$ cat src/hw/rtl/ppm_ram.sv
// simple dual-port synchronous ram with registered read data
module ppm_ram #(
	parameter int AW = 6,
	parameter int DW = 6
) (
	input  logic          clk,
	input  logic          we,
	input  logic [AW-1:0] waddr,
	input  logic [DW-1:0] wdata,
	input  logic [AW-1:0] raddr,
	output logic [DW-1:0] rdata
);

	logic [DW-1:0] mem [2**AW];
	logic [DW-1:0] rdata_q;

	// write port
	always_ff @(posedge clk) begin
		if (we) begin
			mem[waddr] <= wdata;
		end
	end

	// read port, old data on a same-address write
	always_ff @(posedge clk) begin
		rdata_q <= mem[raddr];
	end

	assign rdata = rdata_q;

endmodule

$ cat config.mk
export PLATFORM = sky130hd
export DESIGN_NAME = ppm_ram
export DESIGN_NICKNAME = d
export VERILOG_FILES = /design/src/hw/rtl/ppm_ram.sv
export SDC_FILE = /design/constraint.sdc
export NUM_CORES = 1
export LEC_CHECK = 0
export BUFFER_PORTS_ARGS = -buffer_cell sky130_fd_sc_hd__buf_2
export CAP_MARGIN = 40
export CORE_AREA = 2 2 229 231
export DETAILED_ROUTE_END_ITERATION = 6
export DIE_AREA = 0 0 231 233
export GPL_ROUTABILITY_DRIVEN = 0
export MAX_ROUTING_LAYER = met4
export PLACE_DENSITY = 0.42
export SLEW_MARGIN = 0
export SYNTH_ARGS = -nofsm -noshare
export SYNTH_HDL_FRONTEND = slang
export SYNTH_SLANG_ARGS = --single-unit
$ cat constraint.sdc
create_clock -name clk -period 1.9 [get_ports clk]
set_clock_uncertainty 0.15 [all_clocks]
set_input_delay 0.095 -clock clk [delete_from_list [all_inputs] [get_ports clk]]
set_output_delay 0.095 -clock clk [all_outputs]
set_load 0.03 [all_outputs]
* After elaboration in Yosys (flattened, before gate mapping)
Memory sizes are Yosys's and may differ from the RTL's. A register that Yosys moved wholly into a read port is not among the register bits. Index checks and enable logic that the tools add are counted.
Word-level totals: bits in registers 0, RAM bits 384, bits of input ports 20, memories 1
Cells by class: muxes and demuxes 2
Memory list:
- mem | depth 64, bits a word 6, read ports 1, clocked after Yosys merged registers in 1, write ports 1, line 14 | logic [DW-1:0] mem [2**AW];
Operators by type and width (count):
- $mux 1 | 2

* Depth between registers and ports, before layout
Gate-level depths: netlist of the first run.
word-level depth 2, depth in mapped cells 7

* Worst setup path after synthesis of the first run
No wires, ideal clock.
kind input to register, start input raddr[0], end register rdata_q[0], in the netlist rdata[0], read port of mem, setup time 0.117 ns, arrival time 1.523 ns, required time 1.633 ns, path slack 0.109 ns, stages on the path 7, path buffers 3, cells stage by stage buf_6 > buf_6 > buf_4 > mux4_2 > o22ai_1 > o21ai_1 > a32o_1
RTL lines:
- start, declared | line 10 | input logic [AW-1:0] raddr,
- end, declared | line 15 | logic [DW-1:0] rdata_q;

==> out/metrics.yaml, run 1 <==
initial_core_util: 0.2980
cp-end-kind: "flip-flop"
cts_inserted_buffers: 43
cts.sinks: 390
vdd_drop_max_v: 0.0006435
slew_headroom: 0.4919
hold_path_class: "input port to flip-flop"
maxCapViolations: 0
portBuffers: 25
layout_setup_ws_ps: 5.833
synth-seq-cells: 390
netlist_area_mm2: 0.01523
num_rows: 83
drtPass1Iterations: 6
pre_cts_ws_ps: -290.4
synthSimpleGateAreaFrac: 0.03673
synth_cell_types: 37
synth_ff_type: "edfxtp_1"
grt_pass1_vias: 8273
synthMuxAreaShare: 0.1556
hold_viol_final: 0
syn_nets: 740
drtIter0Drc: 575
finalNonFillerCells: 1617
setup_viol: 0
final_nets: 922
slowest_delay_ps: 480
routedWlPerCell_um: 23.56
clkSlewWorstSetupHoldPaths_ps: 60
htree_levels: 2
area_growth_syn_to_layout_pct: 23.59
post-place-cells: 1530
fin_setup_tns_ps: 0
fp.dieH_um: 233
status: "finished clean"
clock_latency_ps: 570
syn_avg_cell_area_um2: 21.15
leakagePower_nw: 6.128
grt_max_degree: 65
ys_warn_count: 0
cellPowerDensity_mw_per_mm2: 1023
synth_top_family_by_area: "multiplexers"
finalCriticalPeriod_ps: 1894
place_hpwl_mm: 25.37
postCtsSetupBuffers: 0
final.fill_count: 4729
coreArea_mm2: 0.05109
grtUsageTotal: 0.1492
totalWireLength_mm: 38.09
slew_violations: 0
antenna_found_initial: 1
vias_per_cell: 4.759
num_vias: 7696
worstMarginPinSlew_ps: 762.1
die_area_mm2: 0.05382
cts.path.max_buffers: 3
cts_tree: "done"
die-width_um: 231
ant_nets: 0
cp_max_fo: 1
synth_compound_area_frac: 0.02597
grt_overflow: 0
final_cell_area_mm2: 0.01882
synth_xor_xnor_area_share: 0
drcViolationCount: 0
fmax_ghz: 0.5279
syn_inst: 720
arrival_ps: 2200
critPathSlowestCell: "mux4_2"
grt_pass1_wl_mm: 56.36
synthArstFlopShare: 0
fin_crit_sh: 0.9969
crit_type: "flip-flop to flip-flop"
crit_required_ps: 2210
whs_ps: 46.41
ys_seq_area_frac: 0.7652
placed_cell_area_mm2: 0.01723
worstPathCellList: "mux4_2, nor2b_1, a211oi_1, a21oi_1, a32o_1"
cts-root-buf: "clkbuf_16"
crit_path_start_kind: "flip-flop"
synthAdderAreaFrac: 0
ioPinCount: 26
synth_edf_count: 384
drive_above_1_share: 0.3675
## layer usage
metal,up-vias,track usage,routed length (um)
met5,-,-,0
met4,0,0.04415,872
met3,55,0.02659,1479
met2,153,0.2351,18280
met1,4111,0.1980,17460
li1,3377,-,-
## cell usage after synthesis, types with 3 or more instances
cell      instances  area (um2)
o22ai_1          12       75.07
nor3_1            5       25.02
mux2i_1          15       150.1
dfxtp_1           6       120.1
buf_2            13       65.06
nand3_1          11       55.05
nor2b_1           8       50.05
a221oi_1          3       26.28
nand2b_1          5       31.28
nand3b_1          4       30.03
buf_6             5       56.30
edfxtp_1        384       11530
nor2_1           67       251.5
o22a_1            6       52.55
mux4_1            6       157.7
a32o_1            3       30.03
o21ai_1           6       30.03
a211oi_1          6       45.04
a21oi_1           6       30.03
clkbuf_1         16       60.06
mux4_2           87        1959
nand2_1           8       30.03
mux2_2            9       101.4
o221ai_1          9       78.83
## sequential cells by signal (all words and copies together), names as in the netlist
| signal | cells |
|---|---|
| rdata | 6 |
| mem | 384 |
## through the flow
step / utilization / power (mW)
after global routing: 0.3683 / 19.90
after CTS: 0.3676 / 19.50
after global placement: 0.3372 / 10.84
final: 0.3683 / 19.26
after floorplan: - / 10.27
after detailed placement: 0.3372 / 10.85
## worst paths after layout
path | startpoint | to | slack [ps] | depth (start not counted)
max | mem[43][5] | rdata[5] | 6 | 5
min | waddr[1] | mem[48][3] | 50 | 3
max reg2reg | mem[43][5] | rdata[5] | 6 | 5
min reg2reg | mem[38][2] | rdata[2] | 670 | 4
## worst max-delay path, delay by kind of cell, from the launching register on
kind | cells | cell delay, ps
simple gates | 1 | 140
mux | 1 | 480
flops | 1 | 370
compound gates | 3 | 650
## final cells by class
cell class | instances | area, um2 | area share
clock inverters | 31 | 372.9 | 0.01981
clock buffers | 48 | 1095 | 0.05818
well taps | 680 | 850.8 | 0.04521
multi-input cells | 291 | 3373 | 0.1793
diodes | 1 | 2.502 | 0.0001330
flip-flops and latches | 390 | 11650 | 0.6192
repair buffers | 176 | 1473 | 0.07826
## what timing repair did
action | CTS | global route
hold buffers | 7 | 0
pin swaps | 0 | 0
endpoints found under the setup margin | 2 | 5
endpoints found under the hold margin | 173 | 0
resized for setup | 3 | 8
## where the power goes
group / internal (mW) / switching [mW]
sequential: 9.52 / 0.0347
combinational: 0.466 / 0.644
clock: 5.24 / 3.35
## cells in the final DEF, fill, tap and decap left out, drive strengths merged, types with 6 or more instances in the layout
cell,instances
a211oi,6
a21oi,6
buf,169
bufinv,8
clkbuf,48
clkinv,21
dfxtp,6
dlygate4sd3,7
edfxtp,384
mux2,9
mux2i,15
mux4,93
nand2,8
nand3,11
nor2,67
nor2b,8
o21ai,6
o221ai,9
o22a,6
o22ai,12
## cell families (layout without fill, tap and decap cells)
| logic type | count (synthesis) | after routing |
|---|---|---|
| DFF | 390 | 390 |
| AOI/OAI and AO/OA | 54 | 54 |
| buffers and inverters | 39 | 255 |
| muxes | 117 | 117 |
| and+or+nand+nor | 120 | 120 |
| other | 0 | 1 |
Power figures use the tool's default switching activity.
==> inputs of run 2 (changes only) <==
CORE_AREA = 2 2 160 201   (was 2 2 229 231)
DIE_AREA = 0 0 162 203   (was 0 0 231 233)
PLACE_DENSITY = 0.64   (was 0.42)
==> run 2 against run 1 <==
Against the previous run: global-route usage rose by 6.9 points; total power fell by 8.7%; final area shrank 4.2%; clock-buffer cell count down 2; critical endpoint is now rdata[3]; via count shrank 0.25%; sequential cell count stayed put; worst setup slack better by 6.9 ps; sequential power about the same; routed wire length is 12% lower; clock power decreased by 19%; worst hold slack got worse by 42 ps.
==> out/metrics.yaml, run 2 (synthesized netlist as in run 1, its figures left out) <==
drive_above_1_share: 0.3455  # was 0.3675
grtUsageTotal: 0.2181  # was 0.1492
fmax_ghz: 0.5299  # was 0.5279 GHz
htree_levels: 2  # unchanged
vias_per_cell: 5.842  # was 4.759
grt_pass1_vias: 8160  # was 8273
use_met1: 0.2814  # was 0.1980
grt_overflow: 0  # unchanged
largest_register_ffs: 384  # unchanged
finalCriticalPeriod_ps: 1887  # was 1894 ps
ff2ff_path_depth: 5  # unchanged
cp_max_fo: 1  # unchanged
routedWlPerCell_um: 25.52  # was 23.56 um
grt_max_degree: 65  # unchanged
cts.path.max_buffers: 3  # unchanged
crit_start: "mem[55][3]"  # was mem[43][5]
portBuffers: 25  # unchanged
grt.busiest_layer: "met2"  # unchanged
num_rows: 72  # was 83
cp-endpoint: "rdata[3]"  # was rdata[5]
reg2reg_from: "mem[55][3]"  # was mem[43][5]
final.fill_count: 2232  # was 4729
place_hpwl_mm: 22.01  # was 25.37 mm
largest-register: "mem"  # unchanged
cts_tree: "done"  # unchanged
worstMarginPinSlew_ps: 633.5  # was 762.1 ps
leakagePower_nw: 5.905  # was 6.128 nW
antenna_found_initial: 1  # unchanged
final_nets: 900  # was 922
fp.dieH_um: 203  # was 233 um
globalRouteMet3Util: 0.03861  # was 0.02659
final_common_cell: "edfxtp_1"  # unchanged
grt_pass1_wl_mm: 50.73  # was 56.36 mm
fin_crit_sh: 0.9933  # was 0.9969
hold_path_class: "input port to flip-flop"  # unchanged
slew_violations: 0  # unchanged
vdd_drop_max_v: 0.0006639  # was 0.0006435 V
slew_headroom: 0.5776  # was 0.4919
coreArea_mm2: 0.03081  # was 0.05109 mm2
final_util: 0.5850  # was 0.3683
die_area_mm2: 0.03289  # was 0.05382 mm2
ioPinCount: 26  # unchanged
crit_required_ps: 2160  # was 2210 ps
crit_type: "flip-flop to flip-flop"  # unchanged
initial_core_util: 0.4942  # was 0.2980
hold_viol_final: 0  # unchanged
cts.sinks: 390  # unchanged
maxCapViolations: 0  # unchanged
cp-end-kind: "flip-flop"  # unchanged
cellPowerDensity_mw_per_mm2: 975.4  # was 1023 mW/mm2
rsz0062_at_grt: "true"
drtIter0Drc: 684  # was 575
use_met2: 0.3558  # was 0.2351
ant_nets: 0  # unchanged
regToRegSetupSlack_ps: 10  # was 6 ps
whs_ps: 4.897  # was 46.41 ps
totalWireLength_mm: 33.54  # was 38.09 mm
drcViolationCount: 0  # unchanged
arrival_ps: 2140  # was 2200 ps
cts_inserted_buffers: 36  # was 43
setup_viol: 0  # unchanged
cts-root-buf: "clkbuf_16"  # unchanged
postCtsSetupBuffers: 0  # unchanged
num_vias: 7677  # was 7696
clkSlewWorstSetupHoldPaths_ps: 60  # about the same
final_cell_mix: "edfxtp_1 (384), buf_4 (116), mux4_2 (87)"  # was edfxtp_1 (384), buf_4 (130), mux4_2 (88)
regToRegEndpoint: "rdata[3]"  # was rdata[5]
status: "finished clean"  # unchanged
area_growth_syn_to_layout_pct: 18.37  # was 23.59%
crit_path_start_kind: "flip-flop"  # unchanged
clock_latency_ps: 520  # was 570 ps
drtPass1Iterations: 5  # was 6
die-width_um: 162  # was 231 um
## run 2: cell type report
cell class / instances / area (um2) / share of cell area
diodes: 1 / 2.502 / 0.0001389
multi-input cells: 291 / 3367 / 0.1868
clock inverters: 18 / 165.2 / 0.009164
repair buffers: 161 / 1358 / 0.07533
flip-flops and latches: 390 / 11650 / 0.6465
clock buffers: 46 / 969.7 / 0.05380
well taps: 407 / 509.2 / 0.02826
## run 2: layer usage
layer  up-vias  part of all wire
met1      4029              0.40
met5         -                 0
li1       3327                 -
met2       248              0.51
met4         0             0.031
met3        73             0.057
## run 2: worst min path at each step
stage,end,from,depth (start not counted),slack (ps)
4_1_cts,mem[60][1],wdata[1],1,4
6_report,mem[60][1],wdata[1],1,5
3_5_place_dp,rdata[4],raddr[5],2,370
5_1_grt,mem[58][1],wdata[1],1,10
3_3_place_gp,rdata[3],raddr[5],2,380
2_1_floorplan,mem[0][0],wdata[0],0,40
## run 2: timing repair
item,in CTS,in global routing
hold buffers,6,0
resized for setup,2,7
gates cloned,0,0
hold endpoints to repair,163,0
endpoints found under the setup margin,2,6
## run 2: worst max-delay path, cell delays in order, from the launching register on
cell and delay [ps]:
edfxtp_1 370, mux4_2 480, mux2_2 330, o21ai_1 170, a21oi_1 100, o22a_1 190
## run 2: report_power, final
part	total, mW	internal [mW]	leakage [nW]	switching [mW]
clock network	6.99	4.02	0.548	2.97
logic	1.05	0.444	1.85	0.606
registers	9.54	9.52	3.51	0.0207
## run 2: per-stage QoR
step / std cells / cell area (um2) / TNS, ps / setup slack [ps] / power [mW]
after floorplan: 720 / 15230 / 0 / 109.3 / 10.27
after global placement: 1243 / 16780 / -1181 / -235.1 / 10.73
after detailed placement: 1243 / 16780 / -1157 / -217.4 / 10.75
after CTS: 1313 / 17990 / 0 / 21.35 / 17.69
after global routing: 1314 / 18020 / -56.21 / -31.04 / 18.08
final: 1314 / 18020 / 0 / 12.71 / 17.58
