$ cat src/hw/rtl/ppm_pkg.sv
// shared types and constants of the pairwise precedence matrix
package ppm_pkg;

	// default sizes of the table
	localparam int MAX_GENES_DEF  = 64;
	localparam int COUNT_BITS_DEF = 16;

	// width of the divider in the fraction path
	localparam int DIV_W = 16;

	// gene count after reset
	localparam logic [6:0] NUM_GENES_RST = 7'd64;

	// completed rankings saturate here
	localparam logic [15:0] DONE_MAX = 16'hFFFF;

	// fraction of one in unsigned q1.16
	localparam logic [16:0] FRAC_ONE = 17'h10000;

	typedef enum logic [1:0] {
		FUNC_PUSH  = 2'd0,
		FUNC_READ  = 2'd1,
		FUNC_CLEAR = 2'd2,
		FUNC_NOP   = 2'd3
	} func_t;

	typedef enum logic [1:0] {
		STATUS_OK          = 2'd0,
		STATUS_GENE_RANGE  = 2'd1,
		STATUS_READ_RANGE  = 2'd2,
		STATUS_NO_RANKINGS = 2'd3
	} status_t;

	typedef enum logic [2:0] {
		ST_CLEAR,
		ST_IDLE,
		ST_PUSH,
		ST_RDWAIT,
		ST_DIV,
		ST_DONE
	} state_t;

	typedef struct packed {
		func_t      func;
		logic [5:0] gene;
		logic [5:0] row;
		logic [5:0] col;
	} in_item_t;

	typedef struct packed {
		logic [16:0] fraction;
		logic [15:0] pair_count;
		logic [15:0] rankings_done;
		status_t     status;
	} out_item_t;

	// request to the fraction divider
	typedef struct packed {
		logic             start;
		logic [DIV_W-1:0] dividend;
		logic [DIV_W-1:0] divisor;
	} div_req_t;

endpackage

$ cat src/hw/rtl/ppm_div.sv
// restoring divider, one quotient bit per cycle, dividend below divisor
module ppm_div import ppm_pkg::*; (
	input  logic             clk,
	input  logic             arst_n,
	input  div_req_t         req,
	output logic             busy,
	output logic [DIV_W-1:0] quotient
);

	localparam int SW = $clog2(DIV_W + 1);

	logic             busy_q;
	logic [SW-1:0]    step_q;
	logic [DIV_W-1:0] rem_q;
	logic [DIV_W-1:0] quot_q;
	logic [DIV_W-1:0] dvs_q;
	logic [DIV_W:0]   rem_sh;
	logic [DIV_W:0]   rem_diff;
	logic             take;

	// one trial subtraction
	always_comb begin
		rem_sh   = {rem_q, 1'b0};
		take     = rem_sh >= {1'b0, dvs_q};
		rem_diff = rem_sh - {1'b0, dvs_q};
	end

	// step counter
	always_ff @(posedge clk or negedge arst_n) begin
		if (!arst_n) begin
			busy_q <= 1'b0;
			step_q <= '0;
		end else if (req.start) begin
			busy_q <= 1'b1;
			step_q <= SW'(DIV_W);
		end else if (busy_q) begin
			step_q <= step_q - SW'(1);
			if (step_q == SW'(1)) begin
				busy_q <= 1'b0;
			end
		end
	end

	// partial remainder and quotient
	always_ff @(posedge clk) begin
		if (req.start) begin
			rem_q  <= req.dividend;
			quot_q <= '0;
			dvs_q  <= req.divisor;
		end else if (busy_q) begin
			rem_q  <= take ? rem_diff[DIV_W-1:0] : rem_sh[DIV_W-1:0];
			quot_q <= {quot_q[DIV_W-2:0], take};
		end
	end

	assign busy     = busy_q;
	assign quotient = quot_q;

endmodule
$ cat config.mk
export PLATFORM = sky130hd
export DESIGN_NAME = ppm_div
export DESIGN_NICKNAME = d
export VERILOG_FILES = /design/src/hw/rtl/ppm_pkg.sv /design/src/hw/rtl/ppm_div.sv
export SDC_FILE = /design/constraint.sdc
export NUM_CORES = 1
export LEC_CHECK = 0
export ABC_CLOCK_PERIOD_IN_PS = 2700
export BUFFER_PORTS_ARGS = -buffer_cell sky130_fd_sc_hd__buf_4
export CAP_MARGIN = 25
export CORE_UTILIZATION = 35
export CTS_BUF_LIST = sky130_fd_sc_hd__clkbuf_4 sky130_fd_sc_hd__clkbuf_8
export CTS_CLUSTER_SIZE = 40
export DETAILED_ROUTE_END_ITERATION = 6
export SLEW_MARGIN = 25
export SYNTH_ARGS = -nofsm -noshare
export SYNTH_HDL_FRONTEND = slang
export SYNTH_SLANG_ARGS = --single-unit
$ cat constraint.sdc
create_clock -name clk -period 2.7 [get_ports clk]
set_input_delay 0.405 -clock clk [delete_from_list [all_inputs] [get_ports clk]]
set_output_delay 0.405 -clock clk [all_outputs]
set_load 0.03 [all_outputs]
# Word-level counts from Yosys, hierarchy flattened
# Index checks and enable logic that the tools add are counted.
# Widths: inputs -> output; s select.
# totals
ff_bits,54
inputBits,35
# classes
addsub,2
magnitude_cmp,1
eq_ne,1
mux,8
reduce_logical,1
# op_table
cell,n
$mux 16,3
$ge 17x16->1,1
$sub 16x16->16,1
$mux 5,2
$eq 5x1->1 const B,1
$sub 5x1->5 const B,1
$mux 1,3
$reduce_bool 2->1,1

# Depth between registers and ports, before layout
# Gate-level depths: netlist (run 1).
# logic_depth
ltp_word,4
ltp_mapped,10
mapped_depth_nobuf,9

# Worst setup path after synthesis (run 1)
# No wires, ideal clock.
# synth_path
kind,flip-flop to flip-flop
startpoint,register rem_q[6]
endpoint,register rem_q[14] (data pin)
setup_ps,263
arrival_ps,2074
required_ps,2437
slack_ps,363
stages_incl_launch_ff,9
n_path_buf,0
path_cell_list,edfxtp_1 ha_1 a211o_1 or3_1 o21ai_2 o21ai_2 nor3b_1 nor4b_1 o21ai_1
# synth_via
elab_chain_cells,4
# synth_lines
element,line,source
from (decl),ppm_div.sv:14,logic [DIV_W-1:0] rem_q;
from (signal assigned),ppm_div.sv:47,rem_q <= req.dividend;
from (signal assigned),ppm_div.sv:51,rem_q <= take ? rem_diff[DIV_W-1:0] : rem_sh[DIV_W-1:0];
$sub 16x16->16 or $ge 17x16->1 (tied branches),"ppm_div.sv:25, ppm_div.sv:24",
$mux 16 (*),ppm_div.sv:51,
$mux 16 (*),ppm_div.sv:50,end else if (busy_q) begin
$mux 16 (*),ppm_div.sv:46,if (req.start) begin
# Mark *: on every way between the ends. The rest lies on a longest branch, timed or not. The select of a mux whose other input is x is not followed.
# A chain may end at the register's enable or synchronous reset.

# Worst setup path after layout (run 1)
# Same ends and word-level chain as after synthesis.

==> results of run 1 <==
[worst paths after layout]
| check | startpoint | endpoint | slack [ns] | cells after the start |
|---|---|---|---|---|
| worst min register to register | quotient[15]$_SDFFE_PP0P_ | quotient[15]$_SDFFE_PP0P_ | 0.51 | 2 |
| worst max register to register | rem_q[6]$_DFFE_PP_ | rem_q[14]$_DFFE_PP_ | 0.20 | 8 |
| worst max-delay path | rem_q[6]$_DFFE_PP_ | rem_q[14]$_DFFE_PP_ | 0.20 | 8 |
| max in group asynchronous | arst_n | busy$_DFF_PN0_ | 2.16 | 2 |
| min in group asynchronous | arst_n | step_q[0]$_DFFE_PN0P_ | 0.42 | 2 |
| worst min-delay path | req[7] | dvs_q[7]$_DFFE_PP_ | 0.26 | 1 |
[per-stage QoR]
step | std cells | instance area [um2]
after floorplan | 287 | 2950
after global placement | 438 | 3460
after detailed placement | 438 | 3460
after CTS | 447 | 3590
after global routing | 447 | 3590
final | 447 | 3590
[placed cells by master, fill, tap and decap left out, types with 6 or more instances in the layout]
master	n
o21ai_1	13
buf_4	56
nand2_1	24
ha_1	18
a21oi_1	12
nor2_1	32
inv_1	25
dfxtp_1	16
mux2i_1	26
xnor2_1	11
o21ai_0	9
edfxtp_1	32
dfrtp_1	6
[per-layer routing]
| layer | global-route usage | part of all wire | wire length, um | vias up |
|---|---|---|---|---|
| li1 | - | - | - | 1120 |
| met1 | 0.177 | 0.47 | 2770 | 1009 |
| met2 | 0.245 | 0.46 | 2730 | 45 |
| met3 | 0.0396 | 0.059 | 349 | 6 |
| met4 | 0.0385 | 0.0090 | 53 | 0 |
| met5 | 0 | 0 | 0 | - |
[what timing repair did]
action,in CTS,in global routing
hold endpoints to repair,6,0
hold buffers,1,0
setup buffers,0,0
resized for setup,0,1
setup endpoints to repair,0,1
[state kept, by name, indices dropped and copies added (netlist names)]
register and count:
dvs_q 16, quotient 16, rem_q 16, step_q 5, busy 1
[power by group]
group          leakage, nW  internal, mW  switching (mW)
logic                 1.09         0.809           0.936
clock network       0.0587         0.282           0.287
registers            0.528          1.10           0.112
total                 1.68          2.19            1.33
[kinds of logic (layout without fill, tap and decap cells)]
group,after synthesis,in the layout,synth area share
simple gates,75,75,0.113
buf+inv,36,91,0.0479
fa+ha+maj,19,19,0.0831
flops,54,54,0.485
mux,27,27,0.0920
xor+xnor,16,16,0.0475
compound gates,60,60,0.131
[final cells by class]
cell class	count	area, um2	area share
clock buffer	5	68.8	0.0192
timing repair buffer	57	430	0.120
clock inverter	3	47.5	0.0132
inverter	26	97.6	0.0272
tap	105	131	0.0366
multi-input combinational	197	1390	0.386
sequential	54	1430	0.398
==> summary.md, run 1 <==
| Metric | Value |
|---|---|
| Status | `complete, no violations` |
| CP Class | `register to register` |
| TritonCTS buffer count | `5` |
| Num rows | `33` |
| Util after Layout | `0.439` |
| Setup-failing EPs final | `0` |
| Total power draw | `3.53 mW` |
| RePlAce Congestion | `0.841` |
| Flops & latches, synth | `54` |
| CTS tree | `built` |
| Count of final hold-check violations | `0` |
| Setup ws final | `0.204 ns` |
| Pre-CTS setup slack | `0.219 ns` |
| Via count | `2180` |
| Initial cell density of the core | `0.361` |
| Warnings, synthesis | `0` |
| Detailed Routing Iterations Pass 1 | `4` |
| Hold Slack | `0.263 ns` |
| # nets final | `395` |
| Syn Area/Cell | `10.3 um2` |
| CP max FO | `6` |
| Critical path's largest stage delay | `0.41 ns` |
| GRT overflow | `0` |
| Full die area | `8800 um2` |
| DP HPWL | `4200 um` |
| Die X | `93.8 um` |
| Max transition margin | `0.504` |
| Top_reg_cell synth | `edfxtp_1` |
| Clock latency on the worst-skew pair | `0.31 ns` |
| Final wirelength | `5910 um` |
| First-pass GRT wire length | `9890 um` |
| Worst VDD drop | `0.401 mV` |
| TNS Setup | `0 ns` |
| CTS max path bufs | `2` |
| Slew @ Worst Pin | `0.743 ns` |
| Post-layout min period | `2.50 ns` |
| CP required | `2.87 ns` |
| LEAKAGE | `1.68 nW` |
| RSZ-0062 raised after global routing | `false` |
| Hold Path Class | `input port to register` |
| MaxCap Viol Count | `0` |
| Number of clock sinks | `54` |
| Top delay family on crit path | `simple AND/OR/NAND/NOR gates` |
| Ys async rst share | `0.111` |
| Most Frequent Cell on Critical Path | `o21ai_2` |
| IO Port Bufs | `51` |
| Post-route DRC | `0` |
| CP endpoint kind | `register` |
| Synth top area cells | `edfxtp_1 33%, dfxtp_1 11%, mux2i_1 8.8%` |
| Post-synth EDFFs | `32` |
| Gr usage total | `0.144` |
| Yosys top cell area share | `0.326` |
| ANT cells | `0` |
| CTS root buffer | `clkbuf_8` |
| Initial antenna violation count | `0` |
| # fillers | `827` |
| Cell Area, Synth | `2950 um2` |
| Distinct cell type count after synthesis | `46` |
| Ports | `52` |
| Cell count after synthesis | `287` |
| Power Density | `982 nW/um2` |
| Routed Antenna Nets | `0` |
| DR iter-0 viols | `93` |
| Die Span Y | `93.8 um` |
| Maximum clock frequency | `0.401 GHz` |
| Bufs and invs on worst path | `0` |
| Via density | `4.88` |
| Slew Limit Fails | `0` |
| Skew final | `0.00619 ns` |
| Mapped Nets | `341` |
| H-Tree Depth | `2` |
| Average wire per standard cell | `13.2 um` |
| Post-route clock period utilization | `0.924` |
| Critical Path Start Type | `register` |
| Most frequent cells after synthesis | `32 x edfxtp_1, 32 x nor2_1, 26 x mux2i_1` |
| Clock Pin Slew Worst Setup and Hold Paths | `0.10 ns` |
| Largest net degree at the start of global routing | `58` |
| Core footprint | `8180 um2` |
| Leading area contributor after synthesis | `edfxtp_1` |
| WP data arrival | `2.66 ns` |
| Worst-path cell chain | `ha_1 > a211o_1 > or3_1 > o21ai_2 > o21ai_2 > nor4b_1 > nor4b_2 > o21ai_1` |
| Share of cells above drive strength 1 | `0.208` |
| Post-synthesis sequential area ratio | `0.485` |
| Vias in the first global route | `2180` |
| Area growth, synth to finish | `21.7%` |
| Slowest stage cell, crit path | `edfxtp_1` |
Note: power is estimated with default switching activity, not from simulation.
==> run 2, diff against run 1 <==
--- a/config.mk
+++ b/config.mk
@@ -5,7 +5,7 @@
 export SDC_FILE = /design/constraint.sdc
 export NUM_CORES = 1
 export LEC_CHECK = 0
-export ABC_CLOCK_PERIOD_IN_PS = 2700
+export ABC_CLOCK_PERIOD_IN_PS = 2600
 export BUFFER_PORTS_ARGS = -buffer_cell sky130_fd_sc_hd__buf_4
 export CAP_MARGIN = 25
 export CORE_UTILIZATION = 35
==> constraint.sdc (replaced) <==
create_clock -name clk -period 2.6 [get_ports clk]
set_input_delay 0.39 -clock clk [delete_from_list [all_inputs] [get_ports clk]]
set_output_delay 0.39 -clock clk [all_outputs]
set_load 0.03 [all_outputs]
==> run 2 against run 1 <==
Via count down 0.14%. Core utilization up 0.34 points. Final area up 0.77%. Maximum frequency rose by 2.3%. Sequential cell count stayed put. Register-to-register slack got worse by 0.04 ns. Worst hold slack got worse by 0.013 ns. Setup slack got worse by 0.044 ns. Count of clock-buffer cells in the layout rose by 1. Clock power down 8.8%. Routed wire length decreased by 1.8%. Global-route usage fell by 0.057 points. Highest routed layer unchanged.
==> summary.md, run 2 (synthesis gave the netlist of run 1 again) <==
| Metric | Value |
|---|---|
| Status | `complete, no violations` |
| Final wirelength | `5800 um` |
| ANT cells | `0` |
| Maximum clock frequency | `0.410 GHz` |
| Post-route DRC | `0` |
| RePlAce Congestion | `0.847` |
| MaxCap Viol Count | `0` |
| IO Port Bufs | `51` |
| Power Density | `1010 nW/um2` |
| Commonest non-fill, non-tap cell in the layout | `buf_4` |
| # nets final | `398` |
| Critical Path Start Type | `register` |
| Gr usage total | `0.143` |
| CTS root buffer | `clkbuf_8` |
| TritonCTS buffer count | `5` |
| Post-route clock period utilization | `0.938` |
| Slew @ Worst Pin | `0.595 ns` |
| Clock Pin Slew Worst Setup and Hold Paths | `0.10 ns` |
| Skew final | `0.00315 ns` |
| Core footprint | `8180 um2` |
| CP required | `2.77 ns` |
| # fillers | `820` |
| Share of cells above drive strength 1 | `0.223` |
| DP HPWL | `4100 um` |
| Via density | `4.84` |
| Number of clock sinks | `54` |
| Average wire per standard cell | `12.9 um` |
| Die Span Y | `93.8 um` |
| Setup-failing EPs final | `0` |
| Util after Layout | `0.443` |
| Ports | `52` |
| Initial cell density of the core | `0.361` |
| Post-layout min period | `2.44 ns` |
| Count of final hold-check violations | `0` |
| Routed Antenna Nets | `0` |
| FF-to-FF End | `rem_q[1]$_DFFE_PP_` |
| First-pass GRT wire length | `9930 um` |
| Hold Path Class | `input port to register` |
| Worst VDD drop | `0.411 mV` |
| Worst hold endpoint | `dvs_q[6]$_DFFE_PP_` |
| Clock latency on the worst-skew pair | `0.31 ns` |
| H-Tree Depth | `2` |
| CP endpoint kind | `register` |
| Via count | `2177` |
| Die X | `93.8 um` |
| CTS max path bufs | `2` |
| Inst Count DP | `439` |
| Num rows | `33` |
| Vias in the first global route | `2238` |
| R2r setup slk | `0.16 ns` |
| Commonest cells after routing, fill and taps aside | `58 x buf_4, 32 x nor2_1, 32 x edfxtp_1` |
| Worst Reg-to-Reg Cells | `9` |
| Area growth, synth to finish | `22.6%` |
| Cells on Worst Hold Path | `1` |
| Reg-to-Reg Start | `rem_q[7]$_DFFE_PP_` |
| Total power draw | `3.66 mW` |
| Largest net degree at the start of global routing | `58` |
| Max transition margin | `0.603` |
| Hold_sp | `req[6]` |
| Fin cells | `450` |
| GRT overflow | `0` |
| Initial antenna violation count | `0` |
| Full die area | `8800 um2` |
| Slew Limit Fails | `0` |
| Detailed Routing Iterations Pass 1 | `4` |
| CP max FO | `18` |
| CP Class | `register to register` |
| DR iter-0 viols | `52` |
| CTS tree | `built` |
| WP data arrival | `2.61 ns` |
| LEAKAGE | `1.69 nW` |
## run 2: per-stage QoR
step	setup slack [ns]	setup TNS [ns]	instance area (um2)	hold slack, ns
finish	0.160	0	3620	0.249
global route	-0.00835	-0.00835	3620	0.233
CTS	0.0604	0	3590	0.237
detailed placement	0.0810	0	3480	0.202
global placement	0.145	0	3480	0.203
floorplan	0.263	0	2950	0.0944
## run 2: area by class of cell
class,instances,area (um2),share of cell area
inverters,26,97.6,0.0270
flip-flops and latches,54,1430,0.395
multi-input cells,197,1400,0.386
repair buffers,60,465,0.129
well taps,105,131,0.0363
clock buffers,6,82.6,0.0228
clock inverters,2,15.0,0.00415
## run 2: report_power, final
part / internal [mW] / switching, mW / total, mW
clock: 0.221 / 0.297 / 0.518
sequential: 1.14 / 0.116 / 1.26
combinational: 0.902 / 0.985 / 1.89
## run 2: repair_timing
action,CTS,global route
hold buffers,1,0
hold endpoints to repair,6,0
setup buffers,0,2
resized for setup,0,4
endpoints found under the setup margin,0,11
## run 2: layer usage
layer,up-vias,wire [um],part of all wire,GRT usage
met5,-,0,0,0
met4,0,51,0.0088,0.0385
met3,5,397,0.068,0.0445
met2,42,2650,0.46,0.242
met1,1008,2700,0.47,0.175
li1,1122,-,-,-
## run 2: worst max-delay path by stage
stage | cells after the start | end | startpoint | slack [ns]
after floorplan | 8 | rem_q[14]$_DFFE_PP_ | rem_q[6]$_DFFE_PP_ | 0.26
after global placement | 8 | rem_q[14]$_DFFE_PP_ | rem_q[6]$_DFFE_PP_ | 0.14
after detailed placement | 8 | rem_q[14]$_DFFE_PP_ | rem_q[6]$_DFFE_PP_ | 0.08
after CTS | 8 | rem_q[14]$_DFFE_PP_ | rem_q[6]$_DFFE_PP_ | 0.06
after global routing | 8 | rem_q[14]$_DFFE_PP_ | rem_q[6]$_DFFE_PP_ | -0.008
final | 9 | rem_q[1]$_DFFE_PP_ | rem_q[7]$_DFFE_PP_ | 0.16
## run 2: critical path: stages (launching register included)
cell	delay, ns
edfxtp_1	0.42
ha_1	0.40
and4_2	0.30
nand3_1	0.08
nor2_1	0.13
nor3_1	0.07
a22oi_2	0.23
buf_12	0.20
mux2_1	0.34
o21ai_1	0.11
